File: src/sv/tmrt_pkg.sv
// ----------------------------------------------------------------------------
// tmrt_pkg: shared definitions of the triple match/reload timer
// widths, register map, access codes and the timer control/result types
// ----------------------------------------------------------------------------
`default_nettype none

package tmrt_pkg;

	localparam int NUM_TIMERS  = 3;
	localparam int COUNT_WIDTH = 32;
	localparam int REG_W       = 32;
	localparam int ADDR_W      = 6;
	localparam int DATA_W      = 8;
	localparam int IRQ_W       = 3;

	localparam logic [REG_W-1:0]  REVISION_WORD = 32'h0001_0801;
	localparam logic [ADDR_W-1:0] CONTROL_ADDR  = 6'h30;
	localparam logic [ADDR_W-1:0] STATUS_ADDR   = 6'h34;
	localparam logic [ADDR_W-1:0] MASK_ADDR     = 6'h38;
	localparam logic [ADDR_W-1:0] REVISION_ADDR = 6'h3C;

	typedef enum logic [1:0] {
		OP_TICK  = 2'd0,
		OP_READ  = 2'd1,
		OP_WRITE = 2'd2,
		OP_NONE  = 2'd3
	} op_t;

	// per-timer control bits taken from the control word
	typedef struct packed {
		logic enable;
		logic slow_sel;
		logic ovf_en;
		logic count_up;
	} tmr_ctrl_t;

	// per-timer outcome of one tick item
	typedef struct packed {
		logic                   fire;
		logic [2:0]             st;
		logic [COUNT_WIDTH-1:0] count;
	} tmr_tick_t;

endpackage

`default_nettype wire

File: src/sv/tmrt_req_if.sv
// ----------------------------------------------------------------------------
// tmrt_req_if: request channel of the timer block
// valid/ready handshake carrying one tick or bus access item
// ----------------------------------------------------------------------------
`default_nettype none

interface tmrt_req_if;
	import tmrt_pkg::*;

	logic              valid;
	logic              ready;
	logic [1:0]        op;
	logic [ADDR_W-1:0] address;
	logic [DATA_W-1:0] write_data;
	logic              fast_tick;
	logic              slow_tick;

	modport source (output valid, output op, output address, output write_data,
		output fast_tick, output slow_tick, input ready);
	modport sink (input valid, input op, input address, input write_data,
		input fast_tick, input slow_tick, output ready);
endinterface

`default_nettype wire

File: src/sv/tmrt_rsp_if.sv
// ----------------------------------------------------------------------------
// tmrt_rsp_if: response channel of the timer block
// valid/ready handshake carrying read data and interrupt pulses
// ----------------------------------------------------------------------------
`default_nettype none

interface tmrt_rsp_if;
	import tmrt_pkg::*;

	logic              valid;
	logic              ready;
	logic [DATA_W-1:0] read_data;
	logic [IRQ_W-1:0]  irq_pulse;

	modport source (output valid, output read_data, output irq_pulse, input ready);
	modport sink (input valid, input read_data, input irq_pulse, output ready);
endinterface

`default_nettype wire

File: src/sv/tmrt_unit.sv
// ----------------------------------------------------------------------------
// tmrt_unit: tick logic of one timer
// match compares, terminal detect, reload or count step, status bits
// ----------------------------------------------------------------------------
`default_nettype none

module tmrt_unit (
	input  wire logic                            tick,
	input  wire logic                            fast_tick,
	input  wire logic                            slow_tick,
	input  wire tmrt_pkg::tmr_ctrl_t             ctrl,
	input  wire logic [tmrt_pkg::COUNT_WIDTH-1:0] count,
	input  wire logic [tmrt_pkg::COUNT_WIDTH-1:0] reload,
	input  wire logic [tmrt_pkg::COUNT_WIDTH-1:0] match0,
	input  wire logic [tmrt_pkg::COUNT_WIDTH-1:0] match1,
	output tmrt_pkg::tmr_tick_t                  res
);
	import tmrt_pkg::*;

	logic                   src_tick;
	logic                   fire;
	logic                   at_term;
	logic [COUNT_WIDTH-1:0] term;

	assign src_tick = ctrl.slow_sel ? slow_tick : fast_tick;
	assign fire     = tick && ctrl.enable && src_tick;
	// all ones counting up, zero counting down
	assign term     = ctrl.count_up ? {COUNT_WIDTH{1'b1}} : '0;
	assign at_term  = (count == term);

	always_comb begin
		res.fire  = fire;
		res.st[0] = fire && (count == match0);
		res.st[1] = fire && (count == match1);
		res.st[2] = fire && at_term && ctrl.ovf_en;
		if (at_term) begin
			res.count = reload;
		end else if (ctrl.count_up) begin
			res.count = count + COUNT_WIDTH'(1);
		end else begin
			res.count = count - COUNT_WIDTH'(1);
		end
	end
endmodule

`default_nettype wire

File: src/sv/triple_match_reload_timer_top.sv
// ----------------------------------------------------------------------------
// triple_match_reload_timer_top: three match/reload timers on a byte window
// tick items advance the timers, read/write items access the 64-byte window
// ----------------------------------------------------------------------------
// One item is taken per clock unless a stalled response holds the pipeline, and
// one response leaves per item, in order. An item passes an input register and
// then a result register, which holds its response until it is taken; all the
// timer and register work sits in one combinational pass between those two
// registers, so a new item can follow every cycle when no response stalls. A
// stalled response only holds the pipeline once both registers are full.
// Window map, timer t at 16*t: +0 counter, +4 reload,
// +8 match 0, +C match 1; 0x30 control (bit 3t enable, 3t+1 slow clock,
// 3t+2 overflow status enable, 9+t count up), 0x34 status (write one to
// clear; bit 3t match 0, 3t+1 match 1, 3t+2 overflow), 0x38 mask (plain
// storage), 0x3C revision (read only). Unmapped bytes read as zero.
// ----------------------------------------------------------------------------
`default_nettype none

module triple_match_reload_timer_top (
	input  wire logic   clk,
	input  wire logic   arst_n,
	tmrt_req_if.sink    req,
	tmrt_rsp_if.source  rsp
);
	import tmrt_pkg::*;

	// register slot within a timer's 16-byte block
	localparam logic [1:0] SLOT_COUNT  = 2'd0;
	localparam logic [1:0] SLOT_RELOAD = 2'd1;
	localparam logic [1:0] SLOT_MATCH0 = 2'd2;
	localparam logic [1:0] SLOT_MATCH1 = 2'd3;

	function automatic logic [REG_W-1:0] put_byte(logic [REG_W-1:0] w, logic [1:0] lane,
		logic [DATA_W-1:0] d);
		logic [REG_W-1:0] r;
		r = w;
		r[{lane, 3'b000} +: DATA_W] = d;
		return r;
	endfunction

	// input register
	logic              valid_s1;
	logic [1:0]        op_s1;
	logic [ADDR_W-1:0] addr_s1;
	logic [DATA_W-1:0] wdata_s1;
	logic              fast_s1;
	logic              slow_s1;

	// result register
	logic              valid_s2;
	logic [DATA_W-1:0] rd_s2;
	logic [IRQ_W-1:0]  irq_s2;

	// timer state
	logic [COUNT_WIDTH-1:0] count_q  [NUM_TIMERS];
	logic [REG_W-1:0]       reload_q [NUM_TIMERS];
	logic [REG_W-1:0]       match_q  [2*NUM_TIMERS];
	logic [REG_W-1:0]       control_q;
	logic [REG_W-1:0]       status_q;
	logic [REG_W-1:0]       mask_q;

	logic adv;
	logic is_tick;
	logic is_read;
	logic is_write;
	logic in_timers;

	tmr_ctrl_t ctrl [NUM_TIMERS];
	tmr_tick_t tres [NUM_TIMERS];

	logic [COUNT_WIDTH-1:0] count_d  [NUM_TIMERS];
	logic [REG_W-1:0]       reload_d [NUM_TIMERS];
	logic [REG_W-1:0]       match_d  [2*NUM_TIMERS];
	logic [REG_W-1:0]       control_d;
	logic [REG_W-1:0]       status_d;
	logic [REG_W-1:0]       mask_d;
	logic [REG_W-1:0]       rd_word;
	logic [DATA_W-1:0]      rd_d;
	logic [IRQ_W-1:0]       irq_d;

	// handshake: stage 1 moves on when the result register is free or draining
	assign adv       = valid_s1 && (!valid_s2 || rsp.ready);
	assign req.ready = !valid_s1 || adv;
	assign rsp.valid = valid_s2;
	assign rsp.read_data = rd_s2;
	assign rsp.irq_pulse = irq_s2;

	assign is_tick   = (op_s1 == OP_TICK);
	assign is_read   = (op_s1 == OP_READ);
	assign is_write  = (op_s1 == OP_WRITE);
	assign in_timers = (addr_s1 < CONTROL_ADDR);

	// per-timer tick logic
	for (genvar t = 0; t < NUM_TIMERS; t++) begin : g_tmr
		assign ctrl[t].enable   = control_q[3*t];
		assign ctrl[t].slow_sel = control_q[3*t+1];
		assign ctrl[t].ovf_en   = control_q[3*t+2];
		assign ctrl[t].count_up = control_q[9+t];

		tmrt_unit u_unit (
			.tick      (is_tick),
			.fast_tick (fast_s1),
			.slow_tick (slow_s1),
			.ctrl      (ctrl[t]),
			.count     (count_q[t]),
			.reload    (reload_q[t][COUNT_WIDTH-1:0]),
			.match0    (match_q[2*t][COUNT_WIDTH-1:0]),
			.match1    (match_q[2*t+1][COUNT_WIDTH-1:0]),
			.res       (tres[t])
		);
	end

	// read word select
	always_comb begin
		rd_word = '0;
		if (addr_s1 >= REVISION_ADDR) begin
			rd_word = REVISION_WORD;
		end else if (!in_timers) begin
			unique case (addr_s1[3:2])
				CONTROL_ADDR[3:2]: rd_word = control_q;
				STATUS_ADDR[3:2]:  rd_word = status_q;
				MASK_ADDR[3:2]:    rd_word = mask_q;
				default:           rd_word = '0;
			endcase
		end else begin
			for (int t = 0; t < NUM_TIMERS; t++) begin
				if (addr_s1[5:4] == 2'(t)) begin
					unique case (addr_s1[3:2])
						SLOT_COUNT:  rd_word = REG_W'(count_q[t]);
						SLOT_RELOAD: rd_word = reload_q[t];
						SLOT_MATCH0: rd_word = match_q[2*t];
						SLOT_MATCH1: rd_word = match_q[2*t+1];
						default:     rd_word = '0;
					endcase
				end
			end
		end
		rd_d = is_read ? rd_word[{addr_s1[1:0], 3'b000} +: DATA_W] : '0;
	end

	// next state: a write hits one byte, a tick updates fired timers and status
	always_comb begin
		control_d = control_q;
		status_d  = status_q;
		mask_d    = mask_q;
		irq_d     = '0;
		for (int t = 0; t < NUM_TIMERS; t++) begin
			count_d[t]      = count_q[t];
			reload_d[t]     = reload_q[t];
			match_d[2*t]    = match_q[2*t];
			match_d[2*t+1]  = match_q[2*t+1];
			if (is_write && in_timers && addr_s1[5:4] == 2'(t)) begin
				unique case (addr_s1[3:2])
					SLOT_COUNT: count_d[t] = COUNT_WIDTH'(put_byte(REG_W'(count_q[t]),
						addr_s1[1:0], wdata_s1));
					SLOT_RELOAD: reload_d[t] = put_byte(reload_q[t], addr_s1[1:0], wdata_s1);
					SLOT_MATCH0: match_d[2*t] = put_byte(match_q[2*t], addr_s1[1:0],
						wdata_s1);
					SLOT_MATCH1: match_d[2*t+1] = put_byte(match_q[2*t+1], addr_s1[1:0],
						wdata_s1);
					default: ;
				endcase
			end
			if (tres[t].fire) begin
				count_d[t] = tres[t].count;
			end
			status_d[3*t +: 3] = status_d[3*t +: 3] | tres[t].st;
			irq_d[t]           = |tres[t].st;
		end
		if (is_write) begin
			if (addr_s1[5:2] == CONTROL_ADDR[5:2]) begin
				control_d = put_byte(control_q, addr_s1[1:0], wdata_s1);
			end
			if (addr_s1[5:2] == STATUS_ADDR[5:2]) begin
				// write one to clear
				status_d = status_q & ~put_byte('0, addr_s1[1:0], wdata_s1);
			end
			if (addr_s1[5:2] == MASK_ADDR[5:2]) begin
				mask_d = put_byte(mask_q, addr_s1[1:0], wdata_s1);
			end
		end
	end

	// pipeline control
	always_ff @(posedge clk or negedge arst_n) begin
		if (!arst_n) begin
			valid_s1 <= 1'b0;
			valid_s2 <= 1'b0;
		end else begin
			if (req.ready) begin
				valid_s1 <= req.valid;
			end
			if (adv) begin
				valid_s2 <= 1'b1;
			end else if (rsp.ready) begin
				valid_s2 <= 1'b0;
			end
		end
	end

	// input register payload
	always_ff @(posedge clk) begin
		if (req.valid && req.ready) begin
			op_s1    <= req.op;
			addr_s1  <= req.address;
			wdata_s1 <= req.write_data;
			fast_s1  <= req.fast_tick;
			slow_s1  <= req.slow_tick;
		end
	end

	// result register payload
	always_ff @(posedge clk) begin
		if (adv) begin
			rd_s2  <= rd_d;
			irq_s2 <= irq_d;
		end
	end

	// architectural state
	always_ff @(posedge clk or negedge arst_n) begin
		if (!arst_n) begin
			for (int t = 0; t < NUM_TIMERS; t++) begin
				count_q[t]       <= '0;
				reload_q[t]      <= '0;
				match_q[2*t]     <= '0;
				match_q[2*t+1]   <= '0;
			end
			control_q <= '0;
			status_q  <= '0;
			mask_q    <= '0;
		end else if (adv) begin
			for (int t = 0; t < NUM_TIMERS; t++) begin
				count_q[t]       <= count_d[t];
				reload_q[t]      <= reload_d[t];
				match_q[2*t]     <= match_d[2*t];
				match_q[2*t+1]   <= match_d[2*t+1];
			end
			control_q <= control_d;
			status_q  <= status_d;
			mask_q    <= mask_d;
		end
	end

	// a pending interrupt pulse always has a status bit still set
	a_irq_has_status: assert property (@(posedge clk) disable iff (!arst_n)
		(valid_s2 && irq_s2 != '0) |-> (status_q != '0))
		else $error("irq pulse without status");

	// control and status move only when an item is processed
	a_state_hold: assert property (@(posedge clk) disable iff (!arst_n)
		!adv |=> ($stable(control_q) && $stable(status_q)))
		else $error("state changed without an item");

	// only tick items raise interrupt pulses
	a_irq_tick_only: assert property (@(posedge clk) disable iff (!arst_n)
		(adv && op_s1 != OP_TICK) |=> (irq_s2 == '0))
		else $error("irq pulse on an access item");

endmodule

`default_nettype wire

File: src/flat_wrapper.sv
// flat-port wrapper written by rule: the top's interface ports become plain ports
module triple_match_reload_timer_top_flat import tmrt_pkg::*;
  (clk, arst_n, req_valid, req_op, req_address, req_write_data, req_fast_tick, req_slow_tick, req_ready, rsp_valid, rsp_read_data, rsp_irq_pulse, rsp_ready);
  tmrt_req_if req_i ();
  tmrt_rsp_if rsp_i ();
  input  wire logic clk;
  input  wire logic arst_n;
  input wire logic [$bits(req_i.valid)-1:0] req_valid;
  input wire logic [$bits(req_i.op)-1:0] req_op;
  input wire logic [$bits(req_i.address)-1:0] req_address;
  input wire logic [$bits(req_i.write_data)-1:0] req_write_data;
  input wire logic [$bits(req_i.fast_tick)-1:0] req_fast_tick;
  input wire logic [$bits(req_i.slow_tick)-1:0] req_slow_tick;
  output wire logic [$bits(req_i.ready)-1:0] req_ready;
  output wire logic [$bits(rsp_i.valid)-1:0] rsp_valid;
  output wire logic [$bits(rsp_i.read_data)-1:0] rsp_read_data;
  output wire logic [$bits(rsp_i.irq_pulse)-1:0] rsp_irq_pulse;
  input wire logic [$bits(rsp_i.ready)-1:0] rsp_ready;
  assign req_i.valid = req_valid;
  assign req_i.op = req_op;
  assign req_i.address = req_address;
  assign req_i.write_data = req_write_data;
  assign req_i.fast_tick = req_fast_tick;
  assign req_i.slow_tick = req_slow_tick;
  assign req_ready = req_i.ready;
  assign rsp_valid = rsp_i.valid;
  assign rsp_read_data = rsp_i.read_data;
  assign rsp_irq_pulse = rsp_i.irq_pulse;
  assign rsp_i.ready = rsp_ready;
  triple_match_reload_timer_top u_core (.clk(clk), .arst_n(arst_n), .req(req_i), .rsp(rsp_i));
endmodule
File: config.mk
export PLATFORM = sky130hd
export DESIGN_NAME = triple_match_reload_timer_top_flat
export DESIGN_NICKNAME = d
export VERILOG_FILES = /design/src/sv/tmrt_pkg.sv /design/src/sv/tmrt_req_if.sv /design/src/sv/tmrt_rsp_if.sv /design/src/sv/tmrt_unit.sv /design/src/sv/triple_match_reload_timer_top.sv /design/src/flat_wrapper.sv
export SDC_FILE = /design/constraint.sdc
export NUM_CORES = 1
export LEC_CHECK = 0
export BUFFER_PORTS_ARGS = -buffer_cell sky130_fd_sc_hd__buf_2
export CAP_MARGIN = 30
export CELL_PAD_IN_SITES_DETAIL_PLACEMENT = 1
export CELL_PAD_IN_SITES_GLOBAL_PLACEMENT = 2
export CORE_MARGIN = 2
export CORE_UTILIZATION = 33
export CTS_CLUSTER_SIZE = 40
export DETAILED_ROUTE_END_ITERATION = 6
export PLACE_DENSITY_LB_ADDON = 0.25
export RECOVER_POWER = 100
export SLEW_MARGIN = 10
export SYNTH_ARGS = -nofsm -noshare
export SYNTH_HDL_FRONTEND = slang
export SYNTH_SLANG_ARGS = --single-unit
File: constraint.sdc
create_clock -name clk -period 5.2 [get_ports clk]
set_clock_uncertainty 0.05 [all_clocks]
set_input_delay 0.26 -clock clk [delete_from_list [all_inputs] [get_ports clk]]
set_output_delay 0.26 -clock clk [all_outputs]
set_load 0.02 [all_outputs]
==> reports/metrics.csv, run 1 <==
stage,metric,value,unit
run_status,status,finished with violations,
run_status,violations,"max-capacitance violations, max-slew violations",
sta,fmax,206,MHz
grt,grt_use_total,0.311,
layout,multiInputGateArea,17700,um^2
routing,num_vias,29873,
yosys,synth_top_cell_by_area,dfrtp_1,
routing,wire_per_inst,31.6,um
routing,drt_wl_total,155,mm
layout,final_common_cell,nand2_1,
yosys,avgSynthCellArea,8.84,um^2
pwr,p_per_area,304,nW/um^2
sta,post-route-period-util,0.934,
grt,grt_antenna_before_repair,12,
pwr,netSwitchingPower,3450,uW
sta,max_slew_margin,-0.703,
yosys,synth.area.top_cells,"dfrtp_1, o21ai_0, nand2_1",
sta,maxSlewViolCount,201,
clocking,clock_latency,660,ps
critical_path,crit_type,flip-flop to flip-flop,
routing,vias_per_cell,6.08,
routing,first_pass_iters,5,
yosys,postSynth.asyncResetShare,0.943,
worst_hold_path,min_path_type,input pin to flip-flop,
yosys,syn_inst,3602,
pwr,p_leak,0.0155,uW
routing,ant_nets,0,
pwr,p_sw_frac,0.318,
floorplanning,rows,113,
routing,first_iter_violations,2904,
clocking,clockRootBuffer,clkbuf_16,
floorplanning,dieWidth,315,um
grt,grt_max_degree,143,
floorplanning,die_h,315,um
pwr,clock_power_share,0.425,
critical_path,cp-start-kind,flip-flop,
placed_design,post-dp-hpwl,116,mm
pwr,power_frac_comb,0.183,
grt,grt_pass1_wl,223,mm
critical_path,cp.arrival,5370,ps
yosys,netlist_area,31800,um^2
sta,tightest_slew,2550,ps
routing,post-route-drc-count,0,
layout,layout.nets,3715,
job,cap_violations,2,
clocking,cts_num_sinks,511,
layout,fill_cells,11053,
floorplanning,ios,35,
clocking,clock_path_buffers,3,
sta,rsz0062_at_grt,no,
layout,syn_to_final_growth,12.1,%
yosys,synth_edf_count,29,
yosys,ys_warn_count,0,
yosys,ys_seq_elements,511,
clocking,cts-htree-levels,3,
placed_design,io_buffer_count,34,
sta,fin_tns_setup,0,ps
critical_path,worstPathRequired,5720,ps
yosys,ys_seq_area_frac,0.406,
clocking,cts.clk_slew.worst_paths,60,ps
clocking,tritoncts,yes,
yosys,synth_top_area_share,0.379,
layout,seqCellArea,12900,um^2
yosys,synth_fp_nets,3721,
clocking,post_cts_buffers,0,
placed_design,dp_slack,1310,ps
sta,setup_slack,344,ps
pwr,p_seq_frac,0.392,
layout,drive_gt1_frac,0.0788,
layout,layout_common_cells,"nand2_1, o21ai_0, dfrtp_1, a21oi_1, nor2_1",
floorplanning,dieArea,99000,um^2
critical_path,critPathCaptureType,flip-flop,
yosys,ys.flop_type,dfrtp_1,
yosys,synthDistinctLibCells,89,
sta,period_needed,4860,ps
pwr,intPower,7410,uW
clocking,numCtsBuffers,66,
floorplanning,initial_core_util,0.334,
placed_design,gp_congestion,0.959,
pwr,ir_worst_vdd,0.221,mV
critical_path,cp_max_fo,12,
sta,setup-violations-final,0,
grt,overflow,0,
floorplanning,coreArea,95300,um^2
grt,grt_pass1_vias,29720,
sta,hold_viol,0,
==> layer usage <==
metal | vias up | wire (um) | global-route usage
met1 | 15356 | 67600 | 0.429
met5 | - | 52 | 0
met4 | 8 | 8650 | 0.152
met3 | 340 | 10200 | 0.0465
met2 | 1141 | 68500 | 0.475
li1 | 13028 | - | -
==> registers in the layout, indices dropped and copies added, names as in the netlist <==
| signal | cells |
|---|---|
| u_core.reload_q | 96 |
| u_core.valid_s1 | 1 |
| u_core.count_q | 96 |
| u_core.wdata_s1 | 8 |
| u_core.control_q | 32 |
| u_core.rsp.irq_pulse | 3 |
| u_core.op_s1 | 2 |
| u_core.addr_s1 | 6 |
| u_core.mask_q | 32 |
| u_core.status_q | 32 |
| u_core.fast_s1 | 1 |
| u_core.rsp.valid | 1 |
| u_core.match_q | 192 |
| u_core.rsp.read_data | 8 |
| u_core.slow_s1 | 1 |
==> cell families (layout without fill, tap and decap cells) <==
kind of cell / count (synthesis) / after routing / share of synthesized area
buf+inv: 276 / 317 / 0.0367
compound gates: 1180 / 1180 / 0.222
fa+ha+maj: 97 / 97 / 0.0388
simple gates: 1129 / 1129 / 0.159
xor+xnor: 260 / 260 / 0.0715
mux: 149 / 149 / 0.0657
other cells: 0 / 3 / 0
flops: 511 / 511 / 0.406
==> area by class of cell <==
cell class	instances	area share
tap	1265	0.0444
antenna	3	0.000210
clock buffer	101	0.0556
sequential	511	0.362
multi-input combinational	2815	0.497
clock inverter	14	0.00445
inverter	44	0.00463
timing repair buffer	158	0.0314
==> cell usage after synthesis, types with 7 or more instances <==
master	n
o22ai_1	54
a211oi_1	44
edfxtp_1	29
xnor2_1	155
nand2_1	591
nor2b_1	16
nor3_1	58
mux2_2	28
mux4_2	45
buf_1	9
o2111ai_1	8
o21bai_1	17
nor2_1	184
and2_1	14
o21a_1	41
a22oi_1	9
a221oi_1	24
o211ai_1	23
o22a_1	9
or3_1	13
a22o_1	19
a31oi_1	21
and3_1	24
mux2i_1	74
ha_1	94
a21o_1	50
buf_4	12
nand2b_1	44
xor2_1	105
a41oi_1	7
dfrtp_1	482
o221ai_1	14
buf_2	63
nand4_1	66
clkbuf_1	145
nand3_1	50
o21ai_0	467
o21ai_1	80
a32oi_1	10
inv_1	42
nor4_1	32
a21oi_1	230
nor3b_1	7
==> worst max-delay path, cell delays in order, from the launching register on <==
cell      delay, ps
edfxtp_1        460
inv_1           300
ha_1            420
clkbuf_1        870
nor3b_1         270
clkbuf_1        850
nand2_1         600
clkbuf_1        530
a21oi_1         270
a22o_1          140
==> worst paths after layout <==
kind	startpoint	to	slack, ps	depth (start not counted)
worst max-delay path	u_core.addr_s1[1]	u_core.count_q[69]	340	9
max in group asynchronous	arst_n	u_core.match_q[46]	1330	3
worst min register to register	u_core.control_q[29]	u_core.control_q[29]	430	2
worst min-delay path	req_fast_tick	u_core.fast_s1	280	2
worst max register to register	u_core.addr_s1[1]	u_core.count_q[69]	340	9
min in group asynchronous	arst_n	u_core.control_q[30]	900	2
==> power groups by stage <==
stage	Combinational, uW	Clock (uW)	Sequential [uW]
after floorplan	1220	0	4230
after global placement	1960	0	4320
after detailed placement	1970	0	4320
after CTS	1990	4670	4250
after global routing	2130	4820	4260
final	1990	4620	4260
==> timing repair <==
item / in CTS / in global routing
gates resized for setup: 0 / 0
hold buffers: 22 / 0
endpoints found under the hold margin: 111 / 0
==> through the flow <==
stage           util  area, um^2  instances  power [uW]  hold WS (ps)
6_report       0.374       35700       4911       10900           276
3_3_place_gp   0.351       33500       4761        6280           317
5_1_grt        0.374       35700       4908       11200           298
3_5_place_dp   0.352       33600       4767        6290           317
4_1_cts        0.377       35900       4904       10900           234
2_1_floorplan      -       31800       3602        5450         -85.6
No activity file was read; power rests on OpenSTA's default activity.
==> inputs of run 2 (changes only) <==
==> constraint.sdc (replaced) <==
create_clock -name clk -period 5.3 [get_ports clk]
set_clock_uncertainty 0.05 [all_clocks]
set_input_delay 0.265 -clock clk [delete_from_list [all_inputs] [get_ports clk]]
set_output_delay 0.265 -clock clk [all_outputs]
set_load 0.02 [all_outputs]
==> reports/metrics.csv, run 2 (same netlist as run 1, synthesis figures left out) <==
stage,metric,value,unit,change
run_status,status,finished with violations,,unchanged
run_status,violations,"max-capacitance violations, max-slew violations",,unchanged
layout,fill_cells,11103,,was 11053
critical_path,critPathCaptureType,flip-flop,,unchanged
floorplanning,initial_core_util,0.334,,unchanged
sta,tightest_slew,3210,ps,was 2550 ps
layout,regMostFlops,u_core.match_q,,unchanged
clocking,cts-htree-levels,3,,unchanged
sta,maxSlewViolCount,299,,was 201
sta,fin_tns_setup,0,ps,unchanged
grt,grt_antenna_before_repair,8,,was 12
routing,ant_nets,0,,unchanged
routing,first_pass_iters,6,,was 5
placed_design,gp_congestion,0.939,,was 0.959
placed_design,io_buffer_count,34,,unchanged
pwr,finalPower,10800,uW,was 10900 uW
clocking,tritoncts,yes,,unchanged
layout,largest_register_ffs,192,,unchanged
layout,layout_common_cells,"nand2_1, o21ai_0, dfrtp_1, a21oi_1, nor2_1",,unchanged
sta,setup-violations-final,0,,unchanged
critical_path,crit_chain,inv_2 > ha_1 > buf_4 > nor3b_1 > nand2_1 > nor3_1 > a21oi_1 > o21ai_0,,was inv_1 > ha_1 > clkbuf_1 > nor3b_1 > clkbuf_1 > nand2_1 > clkbuf_1 > a21oi_1 > a22o_1
floorplanning,ios,35,,unchanged
routing,post-route-drc-count,0,,unchanged
critical_path,cpLargestDelayFamily,simple AND/OR/NAND/NOR gates,,was buffers and inverters
routing,drt_wl_total,155,mm,about the same
sta,max_slew_margin,-1.14,,was -0.703
grt,grt_max_degree,138,,was 143
critical_path,cp.arrival,5030,ps,was 5370 ps
placed_design,post-dp-hpwl,115,mm,was 116 mm
critical_path,path_buf_inv,2,,was 4
layout,biggestRegsByFlops,"u_core.match_q: 192 flops, u_core.count_q: 96 flops, u_core.reload_q: 96 flops",,unchanged
floorplanning,coreArea,95300,um^2,unchanged
placed_design,dpl.cell_count,4759,,was 4767
clocking,cts.clk_slew.worst_paths,60,ps,about the same
sta,hold_viol,0,,unchanged
clocking,post_cts_resized,0,,unchanged
pwr,p_leak,0.0155,uW,about the same
layout,layout.nets,3707,,was 3715
sta,fmax,221,MHz,was 206 MHz
layout,final_area,35700,um^2,about the same
critical_path,cp-start-kind,flip-flop,,unchanged
critical_path,crit_type,flip-flop to flip-flop,,unchanged
routing,wire_per_inst,31.7,um,was 31.6 um
grt,grt_use_total,0.311,,about the same
clocking,clock_latency,670,ps,was 660 ps
critical_path,cp_max_fo,17,,was 12
layout,final_common_cell,nand2_1,,unchanged
clocking,clockRootBuffer,clkbuf_16,,unchanged
placed_design,post_dp_cell_area,33500,um^2,was 33600 um^2
layout,drive_gt1_frac,0.0786,,was 0.0788
pwr,ir_worst_vdd,0.221,mV,about the same
sta,rsz0062_at_grt,no,,unchanged
sta,post-route-period-util,0.854,,was 0.934
routing,vias_per_cell,6.09,,was 6.08
grt,overflow,0,,unchanged
sta,period_needed,4530,ps,was 4860 ps
routing,num_vias,29890,,was 29873
job,cap_violations,5,,was 2
critical_path,worstPathRequired,5800,ps,was 5720 ps
clocking,clock_path_buffers,3,,unchanged
grt,grt_pass1_vias,29789,,was 29720
sta,timing.hold.ws,141,ps,was 276 ps
clocking,numCtsBuffers,66,,unchanged
floorplanning,die_h,315,um,unchanged
floorplanning,rows,113,,unchanged
layout,syn_to_final_growth,12.0,%,was 12.1%
floorplanning,dieArea,99000,um^2,unchanged
layout,layout.cells.non_filler,4905,,was 4911
worst_hold_path,min_path_type,input pin to async pin,,was input pin to flip-flop
floorplanning,dieWidth,315,um,unchanged
critical_path,slowest_delay,1300,ps,was 870 ps
routing,first_iter_violations,2963,,was 2904
critical_path,cpMaxStageDelayCell,nor3b_1,,was clkbuf_1
clocking,cts_num_sinks,511,,unchanged
grt,grt_pass1_wl,223,mm,about the same
pwr,p_per_area,303,nW/um^2,was 304 nW/um^2
run 2: worst paths after layout:
path / start / endpoint / slack, ps / cells past startpoint
min in group clk: req_slow_tick / u_core.slow_s1 / 260 / 2
worst min-delay path: arst_n / u_core.control_q[28] / 140 / 2
worst max-delay path: u_core.addr_s1[0] / u_core.count_q[39] / 770 / 8
worst max register to register: u_core.addr_s1[0] / u_core.count_q[39] / 770 / 8
max in group asynchronous: arst_n / u_core.reload_q[79] / 1410 / 3
worst min register to register: u_core.control_q[22] / u_core.control_q[22] / 430 / 2
run 2: final cells by class:
class	count	area [um^2]	area share
antenna	1	2.50	0.0000701
clock buffer	94	1900	0.0532
clock inverter	25	318	0.00891
inverter	44	165	0.00463
multi-input combinational	2815	17700	0.495
sequential	511	12900	0.362
tap	1265	1580	0.0444
timing repair buffer	150	1100	0.0309
run 2: routing by layer:
metal	GRT usage	wire [um]	vias up
met5	0	35	-
met4	0.156	8760	6
met3	0.0670	11100	351
met2	0.465	67900	1187
met1	0.425	67500	15312
li1	-	-	13034
run 2: where the power goes:
part	internal, uW	switching, uW	total [uW]
Combinational	652	1290	1940
Sequential	4010	160	4170
Clock	2720	1970	4690
run 2: through the flow:
step           utilization  worst slack, ps
3_3_place_gp         0.350             1520
6_report             0.374              774
4_1_cts              0.377             1400
5_1_grt              0.374              548
3_5_place_dp         0.351             1440
2_1_floorplan            -             2110
run 2: what timing repair did:
action                                 CTS  global route
setup buffers                            0             0
hold buffers                            22             0
endpoints found under the hold margin  104             0
